===== src/rtl/core/pts_pkg.sv =====
package pts_pkg;

   // default and upper bound of the task table size
   localparam int unsigned MAX_TASK_SLOTS_DEF = 32;
   localparam int unsigned MAX_TASK_SLOTS_LIM = 256;

   // widest slot id the cell row carries (covers the upper bound)
   localparam int unsigned ID_MAX_W = $clog2(MAX_TASK_SLOTS_LIM + 1);

   localparam int unsigned PRIO_W  = 8;
   localparam int unsigned REQ_W   = 2;
   localparam int unsigned TID_W   = 6;

   localparam logic [PRIO_W-1:0] PRIO_NONE = 8'd255;

   typedef enum logic [REQ_W-1:0] {
      REQ_CREATE   = 2'd0,
      REQ_SCHEDULE = 2'd1,
      REQ_BLOCK    = 2'd2,
      REQ_UNBLOCK  = 2'd3
   } pts_req_type;

   typedef enum logic [1:0] {
      STAT_READY   = 2'd0,
      STAT_RUNNING = 2'd1,
      STAT_BLOCKED = 2'd2
   } pts_status_type;

   typedef enum logic [2:0] {
      OP_NONE,
      OP_CREATE,
      OP_BLOCK,
      OP_UNBLOCK,
      OP_SWITCH
   } pts_op_type;

   typedef enum logic [1:0] {
      ST_IDLE,
      ST_SCAN,
      ST_APPLY,
      ST_REPORT
   } pts_state_type;

   // command broadcast from the controller to every cell
   typedef struct packed {
      pts_op_type          op;
      logic [ID_MAX_W-1:0] slot_a;   // target id
      logic [ID_MAX_W-1:0] slot_b;   // previous running id on a switch
      logic [PRIO_W-1:0]   prio;
   } pts_cmd_type;

   // best candidate handed from cell to cell
   typedef struct packed {
      logic [PRIO_W-1:0]   prio;
      logic [ID_MAX_W-1:0] slot;
   } pts_carry_type;

endpackage


===== src/rtl/core/pts_cell.sv =====
module pts_cell #(
   parameter int unsigned CellId = 1
) (
   input  logic                               clock,
   input  pts_pkg::pts_cmd_type               cmd,
   input  logic [pts_pkg::ID_MAX_W-1:0]       total,
   input  logic [pts_pkg::ID_MAX_W-1:0]       running_slot,
   input  pts_pkg::pts_carry_type             carry_i,
   output pts_pkg::pts_carry_type             carry_o,
   output logic                               run_hit
);

   localparam logic [pts_pkg::ID_MAX_W-1:0] ID = pts_pkg::ID_MAX_W'(CellId);

   logic [pts_pkg::PRIO_W-1:0]  prio_ff, prio_in;
   pts_pkg::pts_status_type     status_ff, status_in;
   pts_pkg::pts_carry_type      carry_ff, carry_in;
   logic                        valid;
   logic                        take;

   assign valid = (ID <= total);

   // apply the broadcast command to this task entry
   always_comb begin
      prio_in   = prio_ff;
      status_in = status_ff;
      case (cmd.op)
         pts_pkg::OP_CREATE: begin
            if (cmd.slot_a == ID) begin
               prio_in   = cmd.prio;
               status_in = pts_pkg::STAT_READY;
            end
         end
         pts_pkg::OP_BLOCK: begin
            if (cmd.slot_a == ID) status_in = pts_pkg::STAT_BLOCKED;
         end
         pts_pkg::OP_UNBLOCK: begin
            if (cmd.slot_a == ID && status_ff == pts_pkg::STAT_BLOCKED)
               status_in = pts_pkg::STAT_READY;
         end
         pts_pkg::OP_SWITCH: begin
            if (cmd.slot_b == ID && status_ff == pts_pkg::STAT_RUNNING)
               status_in = pts_pkg::STAT_READY;
            if (cmd.slot_a == ID) status_in = pts_pkg::STAT_RUNNING;
         end
         default: begin
         end
      endcase
   end

   // strict compare keeps the lower slot on ties
   always_comb begin
      take = 1'b0;
      if (valid) begin
         if ((status_ff == pts_pkg::STAT_READY || status_ff == pts_pkg::STAT_RUNNING)
             && prio_ff < carry_i.prio)
            take = 1'b1;
      end
      carry_in = carry_i;
      if (take) begin
         carry_in.prio = prio_ff;
         carry_in.slot = ID;
      end
   end

   always_ff @(posedge clock) begin
      prio_ff   <= prio_in;
      status_ff <= status_in;
      carry_ff  <= carry_in;
   end

   assign carry_o = carry_ff;
   assign run_hit = valid && (running_slot == ID) && (status_ff == pts_pkg::STAT_RUNNING);

endmodule


===== src/rtl/core/pts_row.sv =====
module pts_row #(
   parameter int unsigned MAX_TASK_SLOTS = pts_pkg::MAX_TASK_SLOTS_DEF
) (
   input  logic                           clock,
   input  pts_pkg::pts_cmd_type           cmd,
   input  logic [pts_pkg::ID_MAX_W-1:0]   total,
   input  logic [pts_pkg::ID_MAX_W-1:0]   running_slot,
   output pts_pkg::pts_carry_type         best,
   output logic                           run_hit
);

   pts_pkg::pts_carry_type carry [MAX_TASK_SLOTS+1];
   logic [MAX_TASK_SLOTS-1:0] hit;

   // head of the chain: no candidate yet
   assign carry[0].prio = pts_pkg::PRIO_NONE;
   assign carry[0].slot = '0;

   for (genvar i = 0; i < MAX_TASK_SLOTS; i++) begin : g_cell
      pts_cell #(
         .CellId (i + 1)
      ) u_cell (
         .clock        (clock),
         .cmd          (cmd),
         .total        (total),
         .running_slot (running_slot),
         .carry_i      (carry[i]),
         .carry_o      (carry[i+1]),
         .run_hit      (hit[i])
      );
   end

   assign best    = carry[MAX_TASK_SLOTS];
   assign run_hit = |hit;

endmodule


===== src/rtl/core/priority_task_scheduler_top.sv =====
// Fixed-priority preemptive task scheduler.
// Request channel (req_valid/req_ready): one word per call, carrying
// req_type (create, schedule, block running, unblock), req_priority_req
// for create and req_task_id for unblock. Result channel
// (rsp_valid/rsp_ready): exactly one word per request with the id given by
// create, the dispatch flag and the id of the task running afterwards.
// The task table lives in a row of cells, one per slot. A schedule call
// sends a best-candidate word down that row, one cell per cycle, and
// applies the switch once the sweep has passed every cell; create, block
// and unblock skip the sweep. Each request then passes the apply and
// report states before its result is registered. One request is in
// flight at a time; the next can be accepted as soon as the result is
// parked in the output register, even if the receiver has not yet taken
// it. If the receiver stalls, the finished result holds in that register
// and the result of the following request waits in the report state.
// Reset (synchronous) empties the table and clears the running task; task
// entries themselves need no clearing since only created slots are read.
module priority_task_scheduler_top #(
   parameter int unsigned MAX_TASK_SLOTS = pts_pkg::MAX_TASK_SLOTS_DEF
) (
   input  logic                          clock,
   input  logic                          reset,
   input  logic                          req_valid,
   output logic                          req_ready,
   input  logic [pts_pkg::REQ_W-1:0]     req_type,
   input  logic [pts_pkg::PRIO_W-1:0]    req_priority_req,
   input  logic [pts_pkg::TID_W-1:0]     req_task_id,
   output logic                          rsp_valid,
   input  logic                          rsp_ready,
   output logic [pts_pkg::TID_W-1:0]     rsp_new_task_id,
   output logic                          rsp_dispatched,
   output logic [pts_pkg::TID_W-1:0]     rsp_running_task_id
);

   localparam int unsigned IDW  = $clog2(MAX_TASK_SLOTS + 1);
   localparam int unsigned CNTW = $clog2(MAX_TASK_SLOTS);
   localparam int unsigned CW   = (IDW > pts_pkg::TID_W) ? IDW : pts_pkg::TID_W;
   localparam logic [IDW-1:0]  SLOTS    = IDW'(MAX_TASK_SLOTS);
   localparam logic [CNTW-1:0] CNT_LAST = CNTW'(MAX_TASK_SLOTS - 1);

   pts_pkg::pts_state_type          state_ff, state_in;
   pts_pkg::pts_req_type            type_ff, type_in;
   logic [pts_pkg::PRIO_W-1:0]      prio_ff, prio_in;
   logic [pts_pkg::TID_W-1:0]       tid_ff, tid_in;
   logic [IDW-1:0]                  total_ff, total_in;
   logic [IDW-1:0]                  running_ff, running_in;
   logic [CNTW-1:0]                 cnt_ff, cnt_in;
   logic [IDW-1:0]                  new_id_ff, new_id_in;
   logic                            disp_ff, disp_in;
   logic                            rsp_valid_ff, rsp_valid_in;
   logic [pts_pkg::TID_W-1:0]       rsp_new_id_ff, rsp_new_id_in;
   logic                            rsp_disp_ff, rsp_disp_in;
   logic [pts_pkg::TID_W-1:0]       rsp_run_ff, rsp_run_in;

   pts_pkg::pts_cmd_type            cmd;
   pts_pkg::pts_carry_type          best;
   logic [IDW-1:0]                  best_id;
   logic                            run_hit;
   logic                            out_free;
   logic                            unblock_ok;

   pts_row #(
      .MAX_TASK_SLOTS (MAX_TASK_SLOTS)
   ) u_row (
      .clock        (clock),
      .cmd          (cmd),
      .total        (pts_pkg::ID_MAX_W'(total_ff)),
      .running_slot (pts_pkg::ID_MAX_W'(running_ff)),
      .best         (best),
      .run_hit      (run_hit)
   );

   assign best_id    = IDW'(best.slot);
   assign out_free   = !rsp_valid_ff || rsp_ready;
   assign unblock_ok = (tid_ff != '0) && (CW'(tid_ff) <= CW'(total_ff));

   always_comb begin
      state_in      = state_ff;
      type_in       = type_ff;
      prio_in       = prio_ff;
      tid_in        = tid_ff;
      total_in      = total_ff;
      running_in    = running_ff;
      cnt_in        = cnt_ff;
      new_id_in     = new_id_ff;
      disp_in       = disp_ff;
      rsp_valid_in  = rsp_valid_ff && !rsp_ready;
      rsp_new_id_in = rsp_new_id_ff;
      rsp_disp_in   = rsp_disp_ff;
      rsp_run_in    = rsp_run_ff;
      req_ready     = 1'b0;
      cmd.op        = pts_pkg::OP_NONE;
      cmd.slot_a    = '0;
      cmd.slot_b    = '0;
      cmd.prio      = prio_ff;

      case (state_ff)
         pts_pkg::ST_IDLE: begin
            req_ready = 1'b1;
            if (req_valid) begin
               type_in = pts_pkg::pts_req_type'(req_type);
               prio_in = req_priority_req;
               tid_in  = req_task_id;
               cnt_in  = '0;
               // only schedule needs the candidate sweep down the row
               if (pts_pkg::pts_req_type'(req_type) == pts_pkg::REQ_SCHEDULE)
                  state_in = pts_pkg::ST_SCAN;
               else
                  state_in = pts_pkg::ST_APPLY;
            end
         end
         pts_pkg::ST_SCAN: begin
            // advance until the sweep has passed every cell
            cnt_in = cnt_ff + 1'b1;
            if (cnt_ff == CNT_LAST) state_in = pts_pkg::ST_APPLY;
         end
         pts_pkg::ST_APPLY: begin
            new_id_in = '0;
            disp_in   = 1'b0;
            state_in  = pts_pkg::ST_REPORT;
            case (type_ff)
               pts_pkg::REQ_CREATE: begin
                  if (total_ff < SLOTS) begin
                     cmd.op     = pts_pkg::OP_CREATE;
                     cmd.slot_a = pts_pkg::ID_MAX_W'(total_ff + 1'b1);
                     total_in   = total_ff + 1'b1;
                     new_id_in  = total_ff + 1'b1;
                  end
               end
               pts_pkg::REQ_SCHEDULE: begin
                  if (best_id != '0) begin
                     cmd.op     = pts_pkg::OP_SWITCH;
                     cmd.slot_a = pts_pkg::ID_MAX_W'(best_id);
                     // demote the previous task only on a real switch
                     if (best_id != running_ff && running_ff != '0
                         && running_ff <= total_ff)
                        cmd.slot_b = pts_pkg::ID_MAX_W'(running_ff);
                     disp_in    = (best_id != running_ff);
                     running_in = best_id;
                  end
               end
               pts_pkg::REQ_BLOCK: begin
                  if (running_ff != '0 && running_ff <= total_ff) begin
                     cmd.op     = pts_pkg::OP_BLOCK;
                     cmd.slot_a = pts_pkg::ID_MAX_W'(running_ff);
                  end
               end
               pts_pkg::REQ_UNBLOCK: begin
                  if (unblock_ok) begin
                     cmd.op     = pts_pkg::OP_UNBLOCK;
                     cmd.slot_a = pts_pkg::ID_MAX_W'(tid_ff);
                  end
               end
               default: begin
               end
            endcase
         end
         pts_pkg::ST_REPORT: begin
            // hold here while the previous result is still waiting
            if (out_free) begin
               rsp_valid_in  = 1'b1;
               rsp_new_id_in = pts_pkg::TID_W'(new_id_ff);
               rsp_disp_in   = disp_ff;
               rsp_run_in    = run_hit ? pts_pkg::TID_W'(running_ff) : '0;
               state_in      = pts_pkg::ST_IDLE;
            end
         end
         default: begin
            state_in = pts_pkg::ST_IDLE;
         end
      endcase
   end

   always_ff @(posedge clock) begin
      if (reset) begin
         state_ff     <= pts_pkg::ST_IDLE;
         total_ff     <= '0;
         running_ff   <= '0;
         cnt_ff       <= '0;
         rsp_valid_ff <= 1'b0;
      end else begin
         state_ff     <= state_in;
         total_ff     <= total_in;
         running_ff   <= running_in;
         cnt_ff       <= cnt_in;
         rsp_valid_ff <= rsp_valid_in;
      end
   end

   always_ff @(posedge clock) begin
      type_ff       <= type_in;
      prio_ff       <= prio_in;
      tid_ff        <= tid_in;
      new_id_ff     <= new_id_in;
      disp_ff       <= disp_in;
      rsp_new_id_ff <= rsp_new_id_in;
      rsp_disp_ff   <= rsp_disp_in;
      rsp_run_ff    <= rsp_run_in;
   end

   assign rsp_valid           = rsp_valid_ff;
   assign rsp_new_task_id     = rsp_new_id_ff;
   assign rsp_dispatched      = rsp_disp_ff;
   assign rsp_running_task_id = rsp_run_ff;

endmodule


===== config.mk =====
export PLATFORM = sky130hd
export DESIGN_NAME = priority_task_scheduler_top
export DESIGN_NICKNAME = d
export VERILOG_FILES = /design/src/rtl/core/pts_pkg.sv /design/src/rtl/core/pts_cell.sv /design/src/rtl/core/pts_row.sv /design/src/rtl/core/priority_task_scheduler_top.sv
export SDC_FILE = /design/constraint.sdc
export NUM_CORES = 1
export LEC_CHECK = 0
export ABC_AREA = 1
export BUFFER_PORTS_ARGS = -buffer_cell sky130_fd_sc_hd__buf_2
export CAP_MARGIN = 20
export CORE_MARGIN = 3
export CORE_UTILIZATION = 36
export DETAILED_ROUTE_END_ITERATION = 12
export PLACE_DENSITY_LB_ADDON = 0.1
export SETUP_SLACK_MARGIN = 0.05
export SKIP_LAST_GASP = 1
export SLEW_MARGIN = 20
export SYNTH_ARGS = -nofsm -noshare
export SYNTH_HDL_FRONTEND = slang
export SYNTH_SLANG_ARGS = --single-unit

===== constraint.sdc =====
create_clock -name clock -period 3.85 [get_ports clock]
set_clock_uncertainty 0.2 [all_clocks]
set_input_delay 0 -clock clock [delete_from_list [all_inputs] [get_ports clock]]
set_output_delay 0 -clock clock [all_outputs]
set_load 0.005 [all_outputs]

## Word level (Yosys, flattened, before mapping)

Cells that the tools add are included.

- Equal/unequal tests: 304
- Order comparisons: 67
- Reductions and logical operators: 312
- Add/subtract/negate cells: 3
- Multiplexer cells: 305

Operator list:

| operator | number |
|---|---|
| two-way mux 17 bit | 30 |
| two-way mux 2 bit | 164 |
| == test 9 x 5 -> 1 bit, second input constant | 32 |
| one-hot mux 2 bit (4 select lines) | 33 |
| < comparator 8 bit | 31 |
| inequality test 2 bit, second input constant | 99 |
| logical AND 1 bit | 165 |
| AND reduction 5 bit | 32 |
| == test 9 x 4 -> 1 bit, second input constant | 16 |
| == test 6 x 5 -> 1 bit, second input constant | 16 |
| less-or-equal comparator 5 x 6 -> 1 bit, first input constant | 16 |
| inequality test 3 bit, second input constant | 32 |
| AND reduction 2 bit | 37 |
| == test 2 bit, second input constant | 36 |
| == test 9 x 3 -> 1 bit, second input constant | 8 |
| == test 2 x 1 -> 1 bit, second input constant | 35 |
| logical NOT 2 bit | 34 |
| two-way mux 1 bit | 68 |
| == test 6 x 4 -> 1 bit, second input constant | 8 |
| less-or-equal comparator 4 x 6 -> 1 bit, first input constant | 8 |
| one-hot mux 12 bit (4 select lines) | 1 |
| two-way mux 21 bit | 2 |
| == test 9 x 2 -> 1 bit, second input constant | 4 |
| logical OR 1 bit | 33 |
| other kinds (33) | 51 |

- Output and inout bits: 15
- Logic and storage cells: 1,131
- Input port bits: 20
- Register bits: 906

## Longest topological paths before layout

- Depth in word-level cells: 12
- Mapped depth: 20
- Mapped depth without buffers: 19

## Cells and area by module

Synthesis repeated with hierarchy kept, for this count alone.

- Cells, all modules: 5,252
- Area total of the unflattened synthesis: 43,853.3 sq um

By module, submodules not included:

| module | area each (sq um) | cells each | instances | seq. area each (sq um) |
|---|---|---|---|---|
| priority_task_scheduler_top | 2,905.3 | 325 | 1 | 1,481.4 |
| pts_cell at u_row.g_cell[1].u_cell ... | 1,291.2 | 161 | 2 | 640.6 |
| pts_cell at u_row.g_cell[29].u_cell | 1,311.3 | 165 | 1 | 640.6 |
| pts_cell at u_row.g_cell[6].u_cell | 1,310.0 | 165 | 1 | 640.6 |
| pts_cell at u_row.g_cell[27].u_cell | 1,308.8 | 162 | 1 | 640.6 |
| pts_cell at u_row.g_cell[13].u_cell | 1,305.0 | 162 | 1 | 640.6 |
| pts_cell at u_row.g_cell[3].u_cell | 1,300.0 | 164 | 1 | 640.6 |
| pts_cell at u_row.g_cell[4].u_cell | 1,300.0 | 161 | 1 | 640.6 |
| pts_cell at u_row.g_cell[26].u_cell | 1,291.2 | 153 | 1 | 640.6 |
| pts_cell at u_row.g_cell[24].u_cell | 1,280.0 | 152 | 1 | 640.6 |
| pts_cell at u_row.g_cell[14].u_cell | 1,278.7 | 149 | 1 | 640.6 |
| pts_cell at u_row.g_cell[31].u_cell | 1,278.7 | 159 | 1 | 640.6 |
| pts_cell at u_row.g_cell[28].u_cell | 1,276.2 | 149 | 1 | 640.6 |
| pts_cell at u_row.g_cell[25].u_cell | 1,275.0 | 146 | 1 | 640.6 |
| +19 rows | - | - | - | - |

## Least setup slack after synthesis

Ideal clock, no wire load.

- Path kind: register to register
- Start point: reg total_ff[5]
- End point: reg u_row.g_cell[17].u_cell.prio_ff[0] (netlist name) (enable)
- Setup time: 370 ps
- Setup slack: 923 ps
- Clock period less this slack: 2,927 ps
- Arrival time: 2,357 ps
- Stages on the path, launching flop included: 18
- Data required time: 3,280 ps
- Path buffers: 1
- Path through: dfxtp_1 buf_6 inv_4 ha_1 nand2_1 nor2_1 nand2_1 nand3_1 nand2_1 nand2_1 nor2_2 nand2_1 nand4_2 nand2_4 nand2_4 nor3_4 nand2_1 nor2_1

- Cells in the longest elaborated chain, start to end: 7
- Elaborated cells on any way between the ends: 14
- Classes of those cells: 1 x add/sub; 3 x order compare; 2 x eq/ne; 5 x mux; 3 x reduce/logical

Ends and longest elaborated chain:

| what | line | RTL |
|---|---|---|
| start: declaration | priority_task_scheduler_top.sv:45 | `logic [IDW-1:0] total_ff, total_in;` |
| start signal: assignment | priority_task_scheduler_top.sv:183 | `total_ff <= total_in;` |
| less-or-equal comparator 6 bit (on tied branches) | priority_task_scheduler_top.sv:75, priority_task_scheduler_top.sv:143 |  |
| logical AND 1 bit (on tied branches) | priority_task_scheduler_top.sv:75, priority_task_scheduler_top.sv:143 |  |
| two-way mux 11 bit (on tied branches) | priority_task_scheduler_top.sv:149, priority_task_scheduler_top.sv:143 |  |
| one-hot mux 12 bit (4 select lines) * | priority_task_scheduler_top.sv:121 | `case (type_ff)` |
| two-way mux 21 bit * | priority_task_scheduler_top.sv:97 | `case (state_ff)` |
| == test 9 x 5 -> 1 bit / == test 3 x 1 -> 1 bit (equally long branches) | pts_cell.sv:29, pts_cell.sv:27 |  |
| AND reduction 2 bit (no line) * | - |  |
| end signal: assignment | pts_cell.sv:67 | `prio_ff <= prio_in;` |
| end: declaration | pts_cell.sv:15 | `logic [pts_pkg::PRIO_W-1:0] prio_ff, prio_in;` |

Mark *: on every way between the ends. The rest lies on a longest branch, timed or not.
A chain may end at the register's enable or synchronous reset.

## Worst setup path after layout

- Start point: reg total_ff[1]
- End point: reg u_row.g_cell[3].u_cell.prio_ff[4] (netlist name) (enable)

- Cells in the longest elaborated chain, start to end: 7
- Elaborated cells on any way between the ends: 14
- Classes of those cells: 1 x add/sub; 3 x order compare; 2 x eq/ne; 5 x mux; 3 x reduce/logical

Ends and longest elaborated chain:

| what | line |
|---|---|
| less-or-equal comparator 6 bit (on tied branches) | priority_task_scheduler_top.sv:75, priority_task_scheduler_top.sv:143 |
| logical AND 1 bit (on tied branches) | priority_task_scheduler_top.sv:75, priority_task_scheduler_top.sv:143 |
| two-way mux 11 bit (on tied branches) | priority_task_scheduler_top.sv:149, priority_task_scheduler_top.sv:143 |
| one-hot mux 12 bit (4 select lines) * | priority_task_scheduler_top.sv:121 |
| two-way mux 21 bit * | priority_task_scheduler_top.sv:97 |
| == test 9 x 3 -> 1 bit / == test 3 x 1 -> 1 bit (equally long branches) | pts_cell.sv:29, pts_cell.sv:27 |
| AND reduction 2 bit (no line) * | - |
| end signal: assignment | pts_cell.sv:67 |
| end: declaration | pts_cell.sv:15 |

Marks and branches as above.

==> results.yml <==
run_status:
  status: "finished clean"
timing:
  period_minus_slack_ps: 3460
  rsz0062_at_grt: "false"
  worst_slack_ps: 394
  finalMaxSlewViolations: 0
  setup_violations: 0
  relSlewSlack: 0.412
  max_freq_ghz: 0.289
  setup_tns_ps: 0
  worst_pin_slew_ps: 875
  holdWs_ps: 79.3
  hold_viol: 0
  fin_crit_sh: 0.898
cells_and_area:
  layout_commonest_cell: "inv_1"
  antenna_cells: 0
  nets: 3761
  fill_cells: 8439
  final_cell_mix: "634 x inv_1, 583 x nand2_1, 402 x dfxtp_1"
  drive_gt1_frac: 0.0974
  area_growth_pct: 16.2
global_routing:
  grt_antenna_before_repair: 3
  track_usage: 0.171
  grt_pass1_wl_um: 124000
  overflow: 0
  grt_start_max_net_pins: 39
  grt_pass1_vias: 22200
logic_synthesis:
  synth_edf_count: 356
  syn_nets: 3588
  netlist_instances: 3330
  synth-seq-cells: 759
  seq_area_frac_synth: 0.586
  synth_fa_ha_area_frac: 0.0930
  synth_xor_area_frac: 0.000273
  yosys.area.top_type: "edfxtp_1"
  async_flop_share: 0
  avgSynthCellArea_um2: 9.62
  yosys_warnings: 0
  synthesis.area_um2: 32000
  yosys.area_share.simple: 0.138
  netlist.area_leader.share: 0.334
  synthMuxAreaShare: 0
  synth_top_family_by_area: "simple AND/OR/NAND/NOR gates"
  synth_top_flop_cell: "dfxtp_1"
  synth-compound-area-share: 0.0941
  ys_top_cells_by_area: "edfxtp_1 33%, dfxtp_1 25%, ha_1 9.3%"
  yosysUniqueCellTypes: 46
critical_path:
  reg2reg_from: "total_ff[1]"
  rrSetupSlack_ps: 390
  start_kind: "flip-flop"
  rr_endpoint: "u_row.g_cell[3].u_cell.prio_ff[4]"
  worstPathMaxFanout: 8
  crit_path_end: "u_row.g_cell[3].u_cell.prio_ff[4]"
  endpoint_kind: "flip-flop"
  cp.arrival_ps: 3590
  path_class: "reg2reg"
  crit_required_ps: 3980
  r2r.worst_path.cells: 16
  cp-startpoint: "total_ff[1]"
power_and_ir_drop:
  vdd_drop_max_mv: 0.437
  p_leak_nw: 18.0
  power_density_nw_per_um2: 659
placement:
  dpl.hpwl_um: 59500
  dpl_worst_slack_ps: 132
  globalplace.congestion: 0.889
  io_buffer_count: 34
floorplanning:
  die_y_um: 304
  fp.coreArea_um2: 87400
  initial_core_util: 0.366
  die_area_um2: 92600
  fp-row-count: 108
  die_w_um: 304
  io_pins: 35
detailed_routing:
  post_drt_via_cell_ratio: 4.68
  drt-pass1-iter-count: 5
  drt-total-wl_um: 79500
  wl_per_cell_um: 16.8
  drtIter0Drc: 1297
  num_vias: 22100
  drc: 0
  ant_nets: 0
clock_network:
  cts_tree: "yes"
  clockBufferDepth: 3
  clk_transition_reported_paths_ps: 60
  clock_latency_ps: 650
  htree_levels: 3
  clock_sinks: 759
  root_buffer: "clkbuf_16"
  numCtsBuffers: 84
flow_run:
  maxCapViolCount: 0
worst_hold_path:
  hold_path_class: "in2reg"
## through the flow
stage	utilization	cells	total power, mW	cell area, um2
2_1_floorplan	-	3330	14.8	32000
6_report	0.425	4728	24.5	37200
3_5_place_dp	0.388	4533	16.7	34000
5_1_grt	0.425	4728	26.2	37200
3_3_place_gp	0.388	4533	16.5	34000
4_1_cts	0.425	4727	24.9	37200
## state kept, by name, summed over array words and instances, names as in the netlist
name,count
rsp_valid,1
disp_ff,1
u_row.g_cell.u_cell.carry_o,383
state_ff,2
u_row.g_cell.u_cell.prio_ff,256
cnt_ff,5
tid_ff,6
type_ff,2
u_row.g_cell.u_cell.status_ff,64
rsp_new_task_id,6
rsp_running_task_id,6
prio_ff,8
rsp_dispatched,1
running_ff,6
total_ff,6
new_id_ff,6
## how the worst min path moves through the flow
| stage | slack, ps | endpoint | depth (start not counted) | startpoint |
|---|---|---|---|---|
| floorplan | -100 | prio_ff[0] | 0 | req_priority_req[0] |
| global placement | -20 | prio_ff[4] | 1 | req_priority_req[4] |
| detailed placement | -20 | prio_ff[0] | 1 | req_priority_req[0] |
| CTS | 40 | cnt_ff[1] | 3 | reset |
| global route | 90 | cnt_ff[1] | 3 | reset |
| finish | 80 | cnt_ff[1] | 3 | reset |
## cells by family (layout without fill, tap and decap cells)
logic type	count (synthesis)	count (layout)
buffers and inverters	733	976
AO/OA/AOI/OAI	559	559
AND/OR/NAND/NOR	1040	1040
adder cells (fa/ha/maj)	238	238
flip-flops	759	759
XOR/XNOR	1	1
## synth_stat cells, types with 2 or more instances
| library cell | count |
|---|---|
| inv_1 | 635 |
| nand2_1 | 583 |
| dfxtp_1 | 403 |
| edfxtp_1 | 356 |
| nor2_1 | 270 |
| a21oi_1 | 242 |
| ha_1 | 238 |
| o21ai_0 | 224 |
| nand3_1 | 72 |
| clkbuf_1 | 50 |
| nand4_1 | 43 |
| o21ai_1 | 39 |
| nor2_2 | 19 |
| buf_2 | 16 |
| o2111ai_1 | 14 |
| inv_2 | 13 |
| nand2_2 | 13 |
| nor2_4 | 10 |
| nor3_1 | 10 |
| buf_4 | 9 |
| o41ai_1 | 8 |
| a211oi_1 | 7 |
| nand2_4 | 6 |
| buf_6 | 5 |
| nand3_2 | 5 |
| o211ai_1 | 5 |
| inv_4 | 4 |
| nor4_1 | 4 |
| o221ai_1 | 3 |
| o31ai_1 | 3 |
| a2111oi_2 | 2 |
| a21boi_0 | 2 |
| a21o_1 | 2 |
| nand4_2 | 2 |
| o2111ai_2 | 2 |
## metal layers
layer	part of all wire	wire length, um	GRT usage
met1	0.45	35800	0.216
met2	0.48	37900	0.294
met3	0.042	3350	0.0311
met4	0.031	2490	0.0584
met5	0.00010	8	0
## cell type report
cell class              instances  area, um2  area share
clock buffers                 114       2400      0.0646
clock inverters                42        442      0.0119
flip-flops and latches        759      18800       0.504
well taps                    1155       1450      0.0388
multi-input cells            1838      10400       0.280
repair buffers                167       1260      0.0340
inverters                     653       2470      0.0663
## worst max-delay path, cell delays in order, from the launching register on
cell and delay, ps:
dfxtp_1 460, inv_1 220, ha_1 350, nand2_1 70, nand2_1 50, nand2_1 50, nand3_1 60, nand2_1 220
nand2_1 100, nor2_2 110, nand2_1 70, nand4_2 140, nand2_4 100, nor2_2 340, nand3_1 240, nor2_1 180
buf_4 200
## power by group
group | switching, mW | internal, mW
Clock | 3.26 | 4.82
Sequential | 0.803 | 10.5
Combinational | 3.28 | 1.89
## what timing repair did
item | 4_1_cts | 5_1_grt
hold buffers | 38 | 0
setup endpoints to repair | 0 | 18
gates resized for setup | 0 | 3
setup buffers | 0 | 1
endpoints found under the hold margin | 65 | 0
Power figures use the tool's default switching activity.
